<file path="src/rtl/ksc_pkg.sv">
package ksc_pkg;

   localparam int LETTER_COUNT = 26;
   localparam int IDX_W        = 5;
   localparam int BYTE_W       = 8;

   localparam logic [BYTE_W-1:0] CHAR_UPPER_A = 8'h41;
   localparam logic [BYTE_W-1:0] CHAR_UPPER_Z = 8'h5A;
   localparam logic [BYTE_W-1:0] CHAR_LOWER_A = 8'h61;
   localparam logic [BYTE_W-1:0] CHAR_LOWER_Z = 8'h7A;

   // req_type codes
   localparam logic REQ_KEY  = 1'b0;
   localparam logic REQ_TEXT = 1'b1;

   // direction register codes
   localparam logic DIR_ENCRYPT = 1'b0;
   localparam logic DIR_DECRYPT = 1'b1;

   localparam logic [IDX_W-1:0] LAST_LETTER = IDX_W'(LETTER_COUNT - 1);
   localparam logic [IDX_W:0]   FILL_FULL   = (IDX_W + 1)'(LETTER_COUNT);

   typedef logic [IDX_W-1:0] letter_type;

   typedef struct packed {
      logic       is_letter;
      letter_type idx;
   } decode_type;

   typedef enum logic [1:0] {
      ST_IDLE = 2'b01,
      ST_FILL = 2'b10
   } state_type;

   // controller -> datapath
   typedef struct packed {
      logic text_accept;
      logic key_accept;
      logic walk_step;
   } cmd_type;

   // datapath -> controller
   typedef struct packed {
      logic skid_full;
      logic walk_last;
   } status_type;

   // Letter position 0..25 with case folded; is_letter low for anything else.
   function automatic decode_type letter_decode(input logic [BYTE_W-1:0] b);
      decode_type d;
      logic [BYTE_W-1:0] diff;
      d    = '0;
      diff = '0;
      if (b >= CHAR_UPPER_A && b <= CHAR_UPPER_Z) begin
         diff        = b - CHAR_UPPER_A;
         d.is_letter = 1'b1;
         d.idx       = diff[IDX_W-1:0];
      end else if (b >= CHAR_LOWER_A && b <= CHAR_LOWER_Z) begin
         diff        = b - CHAR_LOWER_A;
         d.is_letter = 1'b1;
         d.idx       = diff[IDX_W-1:0];
      end
      return d;
   endfunction

endpackage

</file>
<file path="src/rtl/ksc_ctrl.sv">
module ksc_ctrl (
   input  logic                clock,
   input  logic                reset,
   input  logic                req_valid,
   input  logic                req_type,
   input  logic                req_key_last,
   output logic                req_ready,
   input  ksc_pkg::status_type status,
   output ksc_pkg::cmd_type    cmd
);

   ksc_pkg::state_type state_ff, state_in;
   logic accept;

   assign req_ready = (state_ff == ksc_pkg::ST_IDLE) && !status.skid_full;
   assign accept    = req_valid && req_ready;

   always_comb begin
      state_in        = state_ff;
      cmd             = '0;
      case (state_ff)
         ksc_pkg::ST_IDLE: begin
            if (accept) begin
               if (req_type == ksc_pkg::REQ_TEXT) begin
                  cmd.text_accept = 1'b1;
               end else begin
                  cmd.key_accept = 1'b1;
                  if (req_key_last) begin
                     state_in = ksc_pkg::ST_FILL;
                  end
               end
            end
         end
         ksc_pkg::ST_FILL: begin
            // one unused-letter candidate per cycle
            cmd.walk_step = 1'b1;
            if (status.walk_last) begin
               state_in = ksc_pkg::ST_IDLE;
            end
         end
         default: begin
            state_in = ksc_pkg::ST_IDLE;
         end
      endcase
   end

   always_ff @(posedge clock) begin
      if (reset) begin
         state_ff <= ksc_pkg::ST_IDLE;
      end else begin
         state_ff <= state_in;
      end
   end

endmodule

</file>
<file path="src/rtl/ksc_datapath.sv">
module ksc_datapath (
   input  logic                clock,
   input  logic                reset,
   input  logic                csr_write,
   input  logic                csr_direction,
   input  logic [7:0]          req_in_byte,
   input  ksc_pkg::cmd_type    cmd,
   output ksc_pkg::status_type status,
   output logic                rsp_valid,
   input  logic                rsp_ready,
   output logic [7:0]          rsp_out_byte
);

   localparam int N = ksc_pkg::LETTER_COUNT;

   logic                      dir_ff, dir_in;
   ksc_pkg::letter_type       fwd_ff [N];
   ksc_pkg::letter_type       inv_ff [N];
   logic [N-1:0]              used_ff, used_in;
   logic [ksc_pkg::IDX_W:0]   fill_ff, fill_in;
   logic                      ready_ff, ready_in;
   ksc_pkg::letter_type       walk_ff, walk_in;

   logic                      out_valid_ff, out_valid_in;
   logic [7:0]                out_byte_ff, out_byte_in;
   logic                      skid_valid_ff, skid_valid_in;
   logic [7:0]                skid_byte_ff, skid_byte_in;

   ksc_pkg::decode_type       dec;
   ksc_pkg::letter_type       mapped;
   logic [7:0]                text_res;
   logic                      restart;
   logic [N-1:0]              used_eff;
   logic [ksc_pkg::IDX_W:0]   fill_eff;
   ksc_pkg::letter_type       place_idx;
   logic                      place_cand;
   logic                      do_place;
   logic                      out_take;

   assign dec = ksc_pkg::letter_decode(req_in_byte);

   // text lookup
   assign mapped   = (dir_ff == ksc_pkg::DIR_DECRYPT) ? inv_ff[dec.idx] : fwd_ff[dec.idx];
   assign text_res = (ready_ff && dec.is_letter) ?
                     ksc_pkg::CHAR_UPPER_A + {3'b000, mapped} : req_in_byte;

   // placement of one letter: a keyword letter or a walk candidate
   assign restart    = cmd.key_accept && ready_ff;
   assign used_eff   = restart ? '0 : used_ff;
   assign fill_eff   = restart ? '0 : fill_ff;
   assign place_idx  = cmd.walk_step ? walk_ff : dec.idx;
   assign place_cand = cmd.walk_step || (cmd.key_accept && dec.is_letter);
   assign do_place   = place_cand && !used_eff[place_idx] && (fill_eff < ksc_pkg::FILL_FULL);

   always_comb begin
      dir_in   = csr_write ? csr_direction : dir_ff;
      used_in  = used_eff;
      fill_in  = fill_eff;
      ready_in = ready_ff;
      walk_in  = walk_ff;
      if (cmd.key_accept) begin
         ready_in = 1'b0;
         walk_in  = '0;
      end
      if (do_place) begin
         used_in[place_idx] = 1'b1;
         fill_in            = fill_eff + 1'b1;
      end
      if (cmd.walk_step) begin
         walk_in = walk_ff + 1'b1;
         if (status.walk_last) begin
            ready_in = 1'b1;
         end
      end
   end

   assign status.walk_last = (walk_ff == ksc_pkg::LAST_LETTER);
   assign status.skid_full = skid_valid_ff;

   // output register with a skid stage behind it
   assign out_take = out_valid_ff && rsp_ready;

   always_comb begin
      out_valid_in  = out_valid_ff;
      out_byte_in   = out_byte_ff;
      skid_valid_in = skid_valid_ff;
      skid_byte_in  = skid_byte_ff;
      if (out_take || !out_valid_ff) begin
         if (skid_valid_ff) begin
            out_valid_in  = 1'b1;
            out_byte_in   = skid_byte_ff;
            skid_valid_in = 1'b0;
         end else if (cmd.text_accept) begin
            out_valid_in = 1'b1;
            out_byte_in  = text_res;
         end else begin
            out_valid_in = 1'b0;
         end
      end else if (cmd.text_accept) begin
         skid_valid_in = 1'b1;
         skid_byte_in  = text_res;
      end
   end

   assign rsp_valid    = out_valid_ff;
   assign rsp_out_byte = out_byte_ff;

   always_ff @(posedge clock) begin
      if (reset) begin
         dir_ff        <= ksc_pkg::DIR_ENCRYPT;
         used_ff       <= '0;
         fill_ff       <= '0;
         ready_ff      <= 1'b1;
         walk_ff       <= '0;
         out_valid_ff  <= 1'b0;
         skid_valid_ff <= 1'b0;
         for (int i = 0; i < N; i++) begin
            fwd_ff[i] <= ksc_pkg::IDX_W'(i);
            inv_ff[i] <= ksc_pkg::IDX_W'(i);
         end
      end else begin
         dir_ff        <= dir_in;
         used_ff       <= used_in;
         fill_ff       <= fill_in;
         ready_ff      <= ready_in;
         walk_ff       <= walk_in;
         out_valid_ff  <= out_valid_in;
         skid_valid_ff <= skid_valid_in;
         if (do_place) begin
            fwd_ff[fill_eff[ksc_pkg::IDX_W-1:0]] <= place_idx;
            inv_ff[place_idx] <= fill_eff[ksc_pkg::IDX_W-1:0];
         end
      end
   end

   always_ff @(posedge clock) begin
      out_byte_ff  <= out_byte_in;
      skid_byte_ff <= skid_byte_in;
   end

endmodule

</file>
<file path="src/rtl/keyword_substitution_cipher.sv">
// Keyword substitution cipher. Keyword items (req_type 0) build a mixed
// 26-letter alphabet: each new letter, case folded, takes the next slot, and
// the item flagged req_key_last closes the table by appending the unused
// letters A..Z in order. A keyword item after a finished table starts a new
// one. Text items (req_type 1) return one rsp item each: letters come back
// upper case, mapped forward (csr_direction 0) or inverse (1); non-letters
// pass unchanged. Until the first keyword the table is the identity; while a
// keyword is still open, text passes through untouched. The final keyword
// item is followed by a fill walk over the letters A..Z (one candidate
// letter per cycle through the single placement port of the tables), during
// which req_ready is low. A text item's result is registered in the output
// register; with rsp_ready high, text items stream at one per cycle outside
// the fill walk. A skid stage holds one more result, so one text item is
// still taken while the output waits. Write csr_direction only while the
// block is idle; csr_ready is always high.
module keyword_substitution_cipher (
   input  logic       clock,
   input  logic       reset,
   // configuration
   input  logic       csr_valid,
   output logic       csr_ready,
   input  logic       csr_direction,
   // request channel
   input  logic       req_valid,
   output logic       req_ready,
   input  logic       req_type,
   input  logic [7:0] req_in_byte,
   input  logic       req_key_last,
   // response channel
   output logic       rsp_valid,
   input  logic       rsp_ready,
   output logic [7:0] rsp_out_byte
);

   ksc_pkg::cmd_type    cmd;
   ksc_pkg::status_type status;

   // register write always completes at once
   assign csr_ready = 1'b1;

   ksc_ctrl u_ctrl (
      .clock        (clock),
      .reset        (reset),
      .req_valid    (req_valid),
      .req_type     (req_type),
      .req_key_last (req_key_last),
      .req_ready    (req_ready),
      .status       (status),
      .cmd          (cmd)
   );

   ksc_datapath u_dp (
      .clock         (clock),
      .reset         (reset),
      .csr_write     (csr_valid && csr_ready),
      .csr_direction (csr_direction),
      .req_in_byte   (req_in_byte),
      .cmd           (cmd),
      .status        (status),
      .rsp_valid     (rsp_valid),
      .rsp_ready     (rsp_ready),
      .rsp_out_byte  (rsp_out_byte)
   );

endmodule

</file>
<file path="config.mk">
export PLATFORM = sky130hd
export DESIGN_NAME = keyword_substitution_cipher
export DESIGN_NICKNAME = d
export VERILOG_FILES = /design/src/rtl/ksc_pkg.sv /design/src/rtl/ksc_ctrl.sv /design/src/rtl/ksc_datapath.sv /design/src/rtl/keyword_substitution_cipher.sv
export SDC_FILE = /design/constraint.sdc
export NUM_CORES = 1
export LEC_CHECK = 0
export BUFFER_PORTS_ARGS = -buffer_cell sky130_fd_sc_hd__buf_4
export CORE_MARGIN = 2
export CORE_UTILIZATION = 50
export DETAILED_ROUTE_END_ITERATION = 7
export GPL_TIMING_DRIVEN = 0
export PLACE_DENSITY = 0.69
export SYNTH_ARGS = -nofsm -noshare
export SYNTH_HDL_FRONTEND = slang
export SYNTH_SLANG_ARGS = --single-unit
</file>
<file path="constraint.sdc">
create_clock -name clock -period 4.5 [get_ports clock]
set_input_delay 0.225 -clock clock [delete_from_list [all_inputs] [get_ports clock]]
set_output_delay 0.225 -clock clock [all_outputs]
set_load 0.02 [all_outputs]
</file>
* After elaboration in Yosys (flattened, before gate mapping)
Memories as Yosys holds them, arrays and structs flattened.
Cells that the tools add are included.
** Operators by class
- Add/sub/neg operators :: 5
- Magnitude comparators :: 7
- Eq/ne operators :: 7
- Mux-type cells :: 43
- Bitwise logic cells :: 2
- Reductions and logical operators :: 24
** Operators by type and width (count)
- $mux W26 :: 2
- $mux W5 :: 8
- $or A26 B26 Y26 :: 1
- $mux W6 :: 4
- $mux W8 :: 3
- $mux W1 :: 17
- $ge A8 B7 Y1 const B :: 2
- $le A8 B7 Y1 const B :: 2
- $mux W2 :: 6
- $logic_and A1 B1 Y1 :: 11
- $reduce_or A5 Y1 :: 2
- $sub A5 B1 Y5 const B :: 2
- $add A7 B5 Y8 const A :: 1
- $add A6 B1 Y6 const B :: 1
- $lt A5 B6 Y1 const B :: 1
- $lt A6 B5 Y1 const B :: 1
- $ne A2 B2 Y1 const B :: 3
- $add A5 B1 Y5 const B :: 1
- $bmux W1 S5 :: 1
- $demux W1 S5 :: 1
- $eq A5 B5 Y1 const B :: 1
- $ge A5 B1 Y1 const B :: 1
- $pmux W2 S2 :: 1
- $reduce_and A2 Y1 :: 2
- 9 further kinds :: 13
** Word-level totals
- Register bits :: 59
- RAM bits :: 260
- Bits of input ports :: 16
- Output and inout port bits :: 11
- Word-level logic and storage cells :: 100
- Memories kept :: 2
** Memories
- u_dp.fwd_ff :: words 26, width 5, rd ports 1, clocked after memory_dff 0, write ports 26, RTL line ksc_datapath.sv:17 : ksc_pkg::letter_type fwd_ff [N];
- u_dp.inv_ff :: words 26, width 5, rd ports 1, clocked after memory_dff 0, write ports 26, RTL line ksc_datapath.sv:18 : ksc_pkg::letter_type inv_ff [N];

* Logic depth before layout (Yosys ltp)
Gate-level depths: netlist of the first run.
- Word-level depth :: 17
- Depth in mapped cells :: 21
- Depth with buffers taken out :: 14

* Modules after synthesis
Synthesis of the first run repeated with hierarchy kept, for this count alone.
** Unflattened totals
- Cell total of the unflattened synthesis :: 1656
- Area, all modules :: 18245.0 µm²
** By module, submodules not included
- ksc_datapath :: instances 1, cells an instance 1643, area an instance 18117.4 µm², seq. area each 10910.5 µm²
- ksc_ctrl :: instances 1, cells an instance 11, area an instance 116.4 µm², seq. area each 40.0 µm²
- keyword_substitution_cipher :: instances 1, cells an instance 2, area an instance 11.3 µm², seq. area each 0.0 µm²

* Least setup slack after synthesis of the first run
Ideal clock, no wire load.
- Kind :: in2reg
- Start point :: input port req_in_byte[0]
- End point :: memory u_dp.inv_ff[30][0] (netlist name), enable pin
- Setup time :: 374 ps
- Arrival :: 4495 ps
- Data required time :: 4126 ps
- Path slack :: -369 ps
- Stages on the path :: 17
- Path through :: clkbuf_1 -> inv_1 -> clkbuf_1 -> clkbuf_1 -> ha_1 -> nor3b_1 -> nand2_1 -> o41a_1 -> buf_4 -> inv_1 -> mux4_2 -> a32o_1 -> o21ai_2 -> nand2_4 -> a211oi_4 -> nand2_1 -> nor3_1
** RTL lines
- from (decl) :: RTL line keyword_substitution_cipher.sv:27 : input logic [7:0] req_in_byte,
- to (decl) :: RTL line ksc_datapath.sv:18

* Worst setup path in the final report of the first run
- Start point :: input port req_in_byte[0]
- End point :: register u_dp.out_byte_ff[1], in the netlist u_dp.rsp_out_byte[1] (data pin)
** Between the ends
- Cells in the longest elaborated chain, start to end :: 10
- Elaborated cells between the ends (all ways) :: 18
- Those cells by class :: 3 x add/sub; 4 x order compare; 6 x mux; 3 x reduce/logical; 2 x memory
** Ends and longest elaborated chain
- $ge A8 B7 Y1 / $le A8 B7 Y1 (equally long branches) :: RTL line ksc_pkg.sv:58 : end else if (b >= CHAR_LOWER_A && b <= CHAR_LOWER_Z) begin
- $logic_and A1 B1 Y1 :: RTL line ksc_pkg.sv:58
- $mux W6 :: RTL line ksc_pkg.sv:58
- $mux W6 (*) :: RTL line ksc_pkg.sv:54 : if (b >= CHAR_UPPER_A && b <= CHAR_UPPER_Z) begin
- $mem_v2 Z26 W5, on equally long branches
- $mux W5 :: RTL line ksc_datapath.sv:43 : assign mapped = (dir_ff == ksc_pkg::DIR_DECRYPT) ? inv_ff[dec.idx] : fwd_ff[dec.idx];
- $add A7 B5 Y8 :: RTL line ksc_datapath.sv:45 : ksc_pkg::CHAR_UPPER_A + {3'b000, mapped} : req_in_byte;
- $mux W8 (*) :: RTL line ksc_datapath.sv:44 : assign text_res = (ready_ff && dec.is_letter) ?
- net u_dp.text_res[1] :: RTL line ksc_datapath.sv:31 : logic [7:0] text_res;
- $mux W8 (*) :: RTL line ksc_datapath.sv:93 : end else if (cmd.text_accept) begin
- $mux W8 (*) :: RTL line ksc_datapath.sv:89 : if (skid_valid_ff) begin
- to (signal assigned) :: RTL line ksc_datapath.sv:137 : out_byte_ff <= out_byte_in;
- to (decl) :: RTL line ksc_datapath.sv:25 : logic [7:0] out_byte_ff, out_byte_in;
Mark *: on every way through the listed nets, which the timed path passes. The rest lies on a longest branch. The select of a mux whose other input is x is not followed.
A chain may end at the register's enable or synchronous reset.

==> results.md, run 1 <==
* Status: complete, but fails checks
* Failing checks: negative setup slack
* Top FF cell, synth: edfxtp_1
* Top-area cell type share of the netlist area at 55.1%
* Hold crit path type: in -> reg
* Internal Power at 6150 uW
* Sw frac at 25.5%
* WS Path Type: in -> reg
* Synth unique cells at 94
* Hold Fails Final Rpt at 0
* Share of layout cells above drive strength 1 at 19.2%
* Ys async rst share at 0%
* Setup crit end kind: register
* Clock power frac at a little over two fifths
* Via count at 15800
* Initial antenna violation count at 3
* Compound-Gate Fraction of Synth Area at 14.2%
* Router iterations before antenna repair at 6
* Number of synthesized flops with an enable pin at 336
* WL/cell at 34.3 um
* Worst slew pin tran at 1.25 ns
* Arr. time, crit path at 4.85 ns
* Die width at 195 um
* Area delta synth->final at 19.1%
* WP data required at 4.82 ns
* Antenna-violating nets left at 0
* Total power at 8250 uW
* Bufs on Longest Clock Path at 3
* Yosys reg bits at roughly 380
* Cell depth of the worst flop-to-flop path at 11
* Sum Neg Setup Slack at -0.0310 ns
* Final cell count without fillers at ~2300
* Switching power at 2110 uW
* Leakage at a little over 0.007 uW
* Ys Warns at 0
* Drt via density at roughly 7
* CP most frequent cell: clkbuf_1
* Final Cycle Share at 101%
* Total CTS buffers at 41
* Initial core utilization at 50.4%
* CTS sink count at 379
* Critical path's top delay family: buffers and inverters
* Max stage delay on crit path at around 0.99 ns
* Skew-Pair Late Insertion Delay at 0.58 ns
* Comb pwr share at between 10% and 20%
* Chip height at 195 um
* Global placement routability congestion at between 1 and 1.5
* Vias in the first global route at around 15000
* Final Util at 60.1%
* Fin crit period at 4.53 ns
* IO buf count at 22
* FP Rows at 70
* WL final at 77700 um
* Final worst setup slack at -0.0310 ns
* Max cap viols at 0
* Cell area power density at 378 mW/mm^2
* CP cell instances: buf_4, buf_12, clkbuf_1, clkbuf_1, clkbuf_1, a21oi_1, o21ai_0, nand3_1, o31ai_4, nor2_1, ha_1, nand2_1, o21ai_1, mux2_2
* Crit path max fanout at 10
* Die area at approximately 0.038 mm^2
* Sequential power share at 47.8%
* WHS Path Cells at 2
* Global-route wire length before repair at between 100000 and 150000 um
* Fmax at 221 MHz
* Slew Limit Fails at 0
* Peak supply drop at 334 uV
* XOR/XNOR share of the synthesized area at 0.335%
* Syn_area_per_cell at 11.2 um^2
* Synth Area in Adders at 0.683%
* Final setup violation count at 1
* Total core area at roughly 0.036 mm^2
* Largest family of logic cells by synthesized area: simple AND/OR/NAND/NOR gates
* CTS tree: done
* Final Net Count at 1791
* Post-synthesis mux area share at 3.66%
* Clock-pin slew on the worst setup and hold paths at 0.06 ns
* Largest net degree at the start of global routing at 16
* Bufs and invs on worst path at 5
* Critical Path Slowest Stage Cell: clkbuf_1
* Synth area leader: edfxtp_1
* Post-Route Skew at between 0.02 and 0.025 ns
* Synth Instances at 1641
* H-tree levels at 2
* Synth area leaders: edfxtp_1 55%, dfxtp_1 4.7%, nand2_1 4.4%
* Clk root buf: clkbuf_16
* Starting DRC count in detailed routing at 2568
* Mapped Area at 0.0183 mm^2
* Pre-CTS setup slack at -3.04 ns
* Congestion Overflow GR at 0
* Drt drc at 0
* Final HPWL DP at 54300 um
* Max-Slew Margin vs Limit at between 10% and 20%
* GR Util All Layers at 41.0%
* CP Launch Type: input port
* Simple-gate portion of the synthesized area at between 15 and 20%
* Dpl cells at 2150
* Number of cells on the critical path at 14
* Ports at 27
* Post-synthesis sequential area ratio at 59.8%
[flip-flops by register name, summed over array words and instances (netlist names)]
signal	count
u_dp.walk_ff	5
u_ctrl.state_ff	2
u_dp.rsp_valid	1
u_dp.fill_ff	6
u_dp.ready_ff	1
u_dp.rsp_out_byte	8
u_dp.skid_valid_ff	1
u_dp.fwd_ff	160
u_dp.inv_ff	160
u_dp.used_ff	26
u_dp.skid_byte_ff	8
u_dp.dir_ff	1
[synthesized netlist by cell type (8+ instances only)]
cell type and count:
a21oi_1 41, and2_1 8, buf_2 24, buf_1 14, o22ai_1 15, nand2b_1 15
mux4_2 9, a22oi_1 12, a211oi_1 18, nor2_1 194, o31a_1 14, or2_2 8
nor3b_1 8, o21ai_0 45, nand4_1 21, dfxtp_1 43, o221ai_1 21, ha_1 10
nor2_4 10, edfxtp_1 336, buf_4 8, nor2b_1 10, o31ai_1 8, a221oi_1 8
nand2_1 217, a31oi_1 17, inv_1 18, or3_1 8, mux2_2 14, and3_1 12
a21o_1 29, nand3_1 86, o211ai_1 14, o21bai_1 23, mux2i_1 31, nor3_1 42
o2111ai_1 8, clkbuf_1 88
[worst paths after layout]
path	slack [ns]	end	startpoint
hold reg to reg	0.45	u_dp.used_ff[9]$_SDFF_PP0_	u_dp.used_ff[9]$_SDFF_PP0_
setup / recovery	-0.03	u_dp.rsp_out_byte[1]$_DFFE_PP_	req_in_byte[0]
hold / removal	0.03	u_dp.rsp_out_byte[6]$_DFFE_PP_	req_in_byte[6]
setup reg to reg	0.12	u_dp.fwd_ff[19][0]$_SDFFCE_PN1P_	u_dp.skid_valid_ff$_SDFFE_PP0P_
[cells in the final DEF, fill, tap and decap left out, types with 20 or more instances in the layout]
cell type,instances
nand3_1,82
conb_1,21
o221ai_1,20
a21o_1,27
a21oi_1,39
clkbuf_16,44
o21ai_0,44
nand2_1,213
nand4_1,21
mux2i_1,30
buf_4,72
nor2_1,188
o21bai_4,20
dfxtp_1,43
nor3_1,29
edfxtp_1,336
clkbuf_1,61
[routing by layer]
metal | GRT usage (%) | up-vias | part of all wire (%)
met3 | 11.8 | 349 | 13
met1 | 51.4 | 7696 | 35
li1 | - | 6407 | -
met2 | 60.8 | 1327 | 43
met4 | 30.4 | 2 | 8.9
met5 | 0 | - | 0.017
[power groups by stage]
| stage | sequential, uW | combinational [uW] | clock [uW] |
|---|---|---|---|
| after floorplan | 4000 | 390 | 0 |
| after global placement | 4010 | 697 | 0 |
| after detailed placement | 4020 | 702 | 0 |
| after CTS | 3940 | 788 | 3440 |
| after global routing | 3950 | 864 | 3560 |
| final | 3940 | 855 | 3450 |
[metrics by stage]
stage               hold WS, ns  cell area (um^2)
floorplan                 0.372             18500
global placement          0.433             19200
detailed placement        0.441             19200
CTS                      0.0125             21600
global route             0.0337             21800
finish                   0.0320             21800
[cell type report]
class / instances / area [um^2]
diodes: 3 / 7.51
plain buffers: 133 / 843
clock buffers: 56 / 1150
clock inverters: 18 / 185
fillers: 3022 / 14500
inverters: 22 / 98.8
multi-input cells: 1124 / 7470
flip-flops and latches: 379 / 11000
well taps: 468 / 586
repair buffers: 64 / 533
[kinds of logic (layout without fill, tap and decap cells)]
kind of cell               Yosys count  count (layout)
AOI/OAI and AO/OA                  351             351
xor gates and xnor gates             7               7
adders and majority gates           10              10
buffers and inverters              158             293
DFF                                379             379
muxes                               54              54
other                                2              24
and+or+nand+nor                    680             681
[what timing repair did]
item	4_1_cts	5_1_grt
endpoints found under the setup margin	609	506
buffers inserted	21	15
hold endpoints to repair	6	0
pin swaps	18	9
hold buffers	6	0
gates cloned	0	1
resized for setup	203	41
No activity file was read; power rests on OpenSTA's default activity.
==> run 2, diff against run 1 <==
- clock period: 4.5 -> 3.7 ns (I/O delays scaled with it)
==> run 2 against run 1 <==
The flow still finishes with violations (negative setup slack). Critical endpoint is now u_dp.rsp_out_byte[3]$_DFFE_PP_. Power grew 21%. Non-clock buffer count grew 57. Cell count grew 2.5%. Critical path depth grew 1. Combinational power grew 35%. Clock power grew 17%.
==> results.md, run 2 (synthesis gave the netlist of run 1 again) <==
* Router iterations before antenna repair at 6 (unchanged)
* Hold crit path type: in -> reg
* Ports at 27 (unchanged)
* Final Util at 63.5% (+3.5 points)
* Clk root buf: clkbuf_16
* Global-route wire length before repair at 109000 um (+0.13%)
* Leakage at 0.00761 uW (+6.6%)
* Global placement routability congestion at 1.03 (-0.25%)
* Hold Fails Final Rpt at 0 (unchanged)
* RSZ-0062 raised after global routing: yes
* Peak supply drop at 380 uV (+14%)
* WP data required at 4.14 ns (-0.68 ns)
* Crit path max fanout at 10 (unchanged)
* Vias in the first global route at 15200 (+2.7%)
* Drt drc at 0 (unchanged)
* CTS tree: done
* Hold path start: req_in_byte[5]
* H-tree levels at 2 (unchanged)
* FF-to-FF Start: u_ctrl.state_ff[0]$_SDFFE_PP1P_
* Largest net degree at the start of global routing at 17 (+1)
* Dpl cell area at 0.0199 mm^2 (+3.5%)
* Final Net Count at 1850 (+3.3%)
* Drt via density at 6.99 (+0.37%)
* WHS Path Cells at 3 (+1)
* Final HPWL DP at 53900 um (-0.67%)
* Area delta synth->final at 26.1%
* Pre-CTS setup slack at -2.75 ns (+0.290 ns)
* Cell depth of the worst flop-to-flop path at 13 (+2)
* Die area at 0.0382 mm^2 (unchanged)
* CTS sink count at 379 (unchanged)
* WS Path Type: in -> reg
* Fmax at 267 MHz
* Via count at 16200 (+2.9%)
* Final Cycle Share at 101%
* Setup crit end kind: register
* Final setup violation count at 41 (+40)
* GR Util All Layers at 40.5% (-0.50 points)
* Cell area power density at 433 mW/mm^2 (+14%)
* Max cap viols at 0 (unchanged)
* Post-route cell area at 0.0231 mm^2 (+5.8%)
* Slew Limit Fails at 0 (unchanged)
* Failing checks: negative setup slack
* IO buf count at 22 (unchanged)
* Post-Route Skew at 0.0194 ns (-0.00131 ns)
* Congestion Overflow GR at 0 (unchanged)
* CP most frequent cell: buf_2
* Hold worst-path end: u_dp.rsp_out_byte[5]$_DFFE_PP_
* Die width at 195 um (unchanged)
* Most common cell after layout, fill and taps aside: edfxtp_1
* Total core area at 0.0363 mm^2 (unchanged)
* Reg-to-reg endpoint: u_dp.fwd_ff[2][1]$_SDFFCE_PN1P_
* Initial core utilization at 50.4% (unchanged)
* Most frequent cells in the layout: 336 x edfxtp_1, 208 x nand2_1, 186 x nor2_1
* Clock-pin slew on the worst setup and hold paths at 0.06 ns (about the same)
* Max-Slew Margin vs Limit at 12.9% (-3.4 points)
* Antenna-violating nets left at 0 (unchanged)
* Largest regs: u_dp.fwd_ff (160), u_dp.inv_ff (160), u_dp.used_ff (26)
* Arr. time, crit path at 4.17 ns (-0.68 ns)
* WL final at 78000 um (+0.41%)
* Status: complete, but fails checks
* Starting DRC count in detailed routing at 2406 (-6.3%)
* Worst slew pin tran at 1.31 ns (+0.0514 ns)
* Bufs on Longest Clock Path at 3 (unchanged)
* Fin crit period at 3.74 ns
* Max stage delay on crit path at 0.49 ns (-0.50 ns)
* CP Launch Type: input port
* FP Rows at 70 (unchanged)
* Sum Neg Setup Slack at -0.632 ns (-0.601 ns)
* Final worst setup slack at -0.0395 ns (-0.00849 ns)
* CP cell instances: buf_2, and3_1, buf_2, nor3_4, clkbuf_2, buf_2, o21ai_0, o221ai_1, o311ai_2, a22oi_2, o211ai_1, buf_4, buf_4, a2111oi_0, nand3b_1
* Critical Path Slowest Stage Cell: buf_2
* Skew-Pair Late Insertion Delay at 0.58 ns (about the same)
* R2R setup slack at -0.03 ns (-0.15 ns)
* Share of layout cells above drive strength 1 at 25.9% (+6.8 points)
* Chip height at 195 um (unchanged)
* WL/cell at 33.6 um (-2.1%)
* Total CTS buffers at 42 (+2.4%)
* Initial antenna violation count at 0 (-3)
## run 2: changes by cell type in the layout (fill, tap and decap cells not counted), sizes merged
cell	change
bufbuf	+1
bufinv	-1
buf	+58
dlygate4sd3	+2
clkinv	+1
a21o	+1
inv	+1
clkdlybuf4s15	+1
diode	-2
clkbuf	-5
## run 2: area by class of cell
class | count | area [um^2]
Fill cell | 2839 | 13300
Sequential cell | 379 | 11000
Multi-Input combinational cell | 1125 | 7950
Timing Repair Buffer | 128 | 1170
Clock buffer | 56 | 1130
Buffer | 126 | 1030
Tap cell | 468 | 586
Clock inverter | 19 | 145
Inverter | 22 | 124
Antenna cell | 1 | 2.50
## run 2: per-layer routing
metal,GRT usage (%),up-vias,share of wire [%]
li1,-,6559,-
met1,54.4,7832,36
met2,56.9,1520,41
met3,15.7,327,16
met4,21.4,0,6.5
met5,0,-,0
## run 2: worst max-delay path, delay by kind of cell
family	cells	cell delay, ns
buffers and inverters	6	1.71
AO/OA/AOI/OAI	6	1.55
AND/OR/NAND/NOR	3	0.70
## run 2: what timing repair did
| action | in CTS | in global routing |
|---|---|---|
| buffers inserted | 66 | 28 |
| hold buffers | 8 | 0 |
| pin swaps | 44 | 14 |
| endpoints found under the hold margin | 8 | 0 |
| gates cloned | 3 | 2 |
| gates resized for setup | 205 | 62 |
| endpoints found under the setup margin | 604 | 514 |
## run 2: through the flow
step / power, uW / cells / hold WS, ns
2_1_floorplan: 5400 / 1660 / 0.332
6_report: 9990 / 2324 / 0.0338
4_1_cts: 9870 / 2298 / 0.0174
3_5_place_dp: 5790 / 2151 / 0.443
3_3_place_gp: 5780 / 2150 / 0.435
5_1_grt: 10100 / 2323 / 0.0408
## run 2: how the worst max path moves through the flow
stage | from | end | slack (ns)
6_report | req_in_byte[4] | u_dp.rsp_out_byte[3]$_DFFE_PP_ | -0.04
5_1_grt | u_ctrl.state_ff[0]$_SDFFE_PP1P_ | u_dp.fwd_ff[2][1]$_SDFFCE_PN1P_ | -0.08
4_1_cts | req_in_byte[0] | u_dp.rsp_out_byte[1]$_DFFE_PP_ | -0.007
3_5_place_dp | req_in_byte[0] | u_dp.rsp_out_byte[1]$_DFFE_PP_ | -2.75
3_3_place_gp | req_in_byte[0] | u_dp.skid_byte_ff[4]$_DFFE_PP_ | -2.99
2_1_floorplan | req_in_byte[0] | u_dp.inv_ff[18][4]$_SDFFCE_PN1P_ | -0.18
## run 2: report_power, final
part | internal [uW] | total (uW) | switching [uW]
Clock | 2290 | 4040 | 1740
Combinational | 390 | 1150 | 762
Sequential | 4750 | 4800 | 49.2
Total | 7440 | 9990 | 2560
==> run 3, diff against run 2 <==
- SKIP_CTS_REPAIR_TIMING: unset -> 1
- SYNTH_HIERARCHICAL: unset -> 1
==> run 3 against run 2 <==
The run ends with negative hold slack, negative setup slack left. Non-clock buffer count increased by 31. Area after synthesis is 0.42% lower. Sequential cell count unchanged. Largest cell class unchanged.
==> results.md, run 3 <==
* Router iterations before antenna repair at 8 (+2)
* Fmax at 256 MHz (-4.4%)
* Die area at 0.0380 mm^2 (-0.40%)
* Die width at 195 um (-0.20%)
* Top post-synthesis cells by count: 336 x edfxtp_1, 226 x nand2_1, 215 x nor2_1
* Final HPWL DP at 53100 um (-1.5%)
* Clk root buf: clkbuf_16
* Total core area at 0.0357 mm^2 (-1.7%)
* FILL cells at 2673 (-5.8%)
* Mapped Area at 0.0182 mm^2 (-0.42%)
* Drt via density at 7.11 (+1.8%)
* Vias in the first global route at 14800 (-2.3%)
* Largest regs: u_dp/fwd_ff (160), u_dp/inv_ff (160), u_dp/used_ff (26)
* CTS sink count at 379 (unchanged)
* Most common cell in the netlist: edfxtp_1
* Final Cycle Share at 106% (+4.7 points)
* Drt drc at 0 (unchanged)
* Leakage at 0.00786 uW (+3.3%)
* Congestion Overflow GR at 0 (unchanged)
* Ys async rst share at 0% (unchanged)
* Clock-pin slew on the worst setup and hold paths at 0.06 ns (about the same)
* Most common cell after layout, fill and taps aside: edfxtp_1
* Antenna-violating nets left at 0 (unchanged)
* Fin crit period at 3.91 ns (+0.173 ns)
* WL final at 80200 um (+2.8%)
* Final Net Count at 1888 (+2.1%)
* Crit path max fanout at 10 (unchanged)
* Initial antenna violation count at 2 (+2)
* IO buf count at 23 (+4.5%)
* Yosys reg bits at 379 (unchanged)
* Number of synthesized flops with an enable pin at 336 (unchanged)
* Failing checks: negative hold slack, negative setup slack
* Initial core utilization at 51.0% (+0.64 points)
* Synth area leader: edfxtp_1
* Pre-CTS setup slack at -2.45 ns (+0.300 ns)
* Top-area cell type share of the netlist area at 55.3% (+0.23 points)
* CTS tree: done
* Status: complete, but fails checks
* Most frequent cells in the layout: 336 x edfxtp_1, 207 x nand2_1, 196 x nor2_1
* Bufs on Longest Clock Path at 3 (unchanged)
* Hold Fails Final Rpt at 2 (+2)
* Post-synthesis sequential area ratio at 60.0% (+0.25 points)
* Max cap viols at 0 (unchanged)
* H-tree levels at 2 (unchanged)
* Area delta synth->final at 29.8%
* Arr. time, crit path at 4.21 ns (+0.04 ns)
* Worst slew pin tran at 1.44 ns (+0.131 ns)
* GR Util All Layers at 40.1% (-0.41 points)
* Final setup violation count at 256 (+520%)
* Slew Limit Fails at 0 (unchanged)
* WP data required at 3.99 ns (-0.15 ns)
* Skew-Pair Late Insertion Delay at 0.57 ns (about the same)
* Max-Slew Margin vs Limit at 4.20% (-8.7 points)
* Global placement routability congestion at 1.06 (+2.3%)
* Post-Route Skew at 0.0346 ns (+0.0152 ns)
* Synth Instances at 1656 (+0.91%)
* Largest net degree at the start of global routing at 16 (-1)
* WL/cell at 34.0 um (+1.4%)
* RSZ-0062 raised after global routing: yes
* CP Launch Type: input port
* Cell area power density at 424 mW/mm^2 (-1.9%)
* Final worst setup slack at -0.213 ns (-0.173 ns)
* Total CTS buffers at 41 (-2.4%)
* Peak supply drop at 326 uV (-14%)
* Syn_area_per_cell at 11.0 um^2 (-1.3%)
* Starting DRC count in detailed routing at 3176 (+32%)
* Synth area leaders: edfxtp_1 55%, dfxtp_1 4.7%, nand2_1 4.6%
* Via count at 16800 (+3.3%)
* Total power at 10000 uW (+0.52%)
* WS Path Type: in -> reg
* Setup crit end kind: register
* Synth unique cells at 89 (-5.3%)
* Ports at 27 (unchanged)
* Hold crit path type: in -> reg
* Chip height at 195 um (-0.20%)
* Ys Warns at 6 (+6)
* FP Rows at 69 (-1.4%)
* Hold Slack at -0.0101 ns (-0.0438 ns)
* Share of layout cells above drive strength 1 at 27.3% (+1.4 points)
* Top FF cell, synth: edfxtp_1
* Global-route wire length before repair at 107000 um (-1.7%)
-- run 3: cell count changes after synthesis, moves of 9 or more --
cell      previous run  this run
a21o_1              29        18
o21bai_1            23        36
nor2_1             194       215
clkbuf_1            88        74
o21ai_0             45        61
nor4_1               7        17
nand2_1            217       226
o31a_1              14         3
buf_2               24        38
nand3_1             86        61
a221oi_1             8        19
-- run 3: through the flow --
stage	hold WS, ns	setup TNS [ns]	utilization [%]	instance area, um^2	cells
4_1_cts	-0.137	-800.95	59.2	21200	2235
6_report	-0.0101	-22.55	66.2	23700	2357
3_5_place_dp	0.431	-1177.81	55.6	19900	2160
2_1_floorplan	0.332	-54.24	-	19100	1675
5_1_grt	-0.00195	-51.47	66.2	23700	2355
3_3_place_gp	0.428	-1133.23	55.5	19800	2159
-- run 3: cells by family (layout without fill, tap and decap cells) --
kind of cell             after synthesis  in the layout  synth area share (%)
AO/OA/AOI/OAI                        345            345                  13.7
buffers and inverters                170            389                  4.24
other                                  2             23                0.0412
multiplexers                          54             54                  3.19
XOR/XNOR                               5              5                 0.240
flip-flops                           379            379                  60.0
adder cells (fa/ha/maj)               10             10                 0.686
AND/OR/NAND/NOR                      691            691                  17.9
-- run 3: path summary, 6_finish.rpt --
check,startpoint,slack [ns],endpoint,cells after the start
worst min-delay path,req_in_byte[6],-0.01,u_dp/rsp_out_byte[6]$_DFFE_PP_,2
worst min register to register,u_dp/used_ff[11]$_SDFF_PP0_,0.45,u_dp/used_ff[11]$_SDFF_PP0_,2
worst max register to register,u_ctrl/state_ff[0]$_SDFFE_PP1P_,-0.16,u_dp/fwd_ff[9][0]$_SDFFCE_PN1P_,12
worst max-delay path,req_in_byte[0],-0.21,u_dp/fwd_ff[9][0]$_SDFFCE_PN1P_,18
-- run 3: metal layers --
metal	part of all wire [%]	global-route usage, %	up-vias
li1	-	-	6607
met1	35	52.8	8077
met2	40	55.6	1662
met3	17	16.3	416
met4	7.4	23.5	4
met5	0.14	1.28	-
-- run 3: worst max-delay path: stages --
cell,delay (ns)
buf_8,0.10
buf_12,0.13
clkinv_8,0.05
buf_12,0.09
clkbuf_16,0.13
ha_4,0.15
nand2b_4,0.08
or4_1,0.44
buf_6,0.17
nand3_4,0.21
o31a_4,0.32
o2111ai_1,0.22
a41o_1,0.29
a311o_2,0.41
buf_12,0.18
nor3_2,0.51
clkbuf_4,0.41
nand2_1,0.09
-- run 3: area by class of cell --
type	instances	area, um^2	share of cell area (%)
diodes	2	5.00	0.0211
plain buffers	137	1130	4.79
clock buffers	62	1170	4.93
clock inverters	13	120	0.507
inverters	29	140	0.592
multi-input cells	1126	8150	34.4
flip-flops and latches	379	11000	46.3
well taps	461	577	2.44
repair buffers	148	1430	6.03
-- run 3: power breakdown --
| part | total, uW | switching [uW] | leakage, uW | internal, uW |
|---|---|---|---|---|
| sequential | 4800 | 46.2 | 0.00350 | 4750 |
| combinational | 1230 | 817 | 0.00374 | 416 |
| clock | 4010 | 1690 | 0.000623 | 2320 |
| total | 10000 | 2550 | 0.00786 | 7490 |
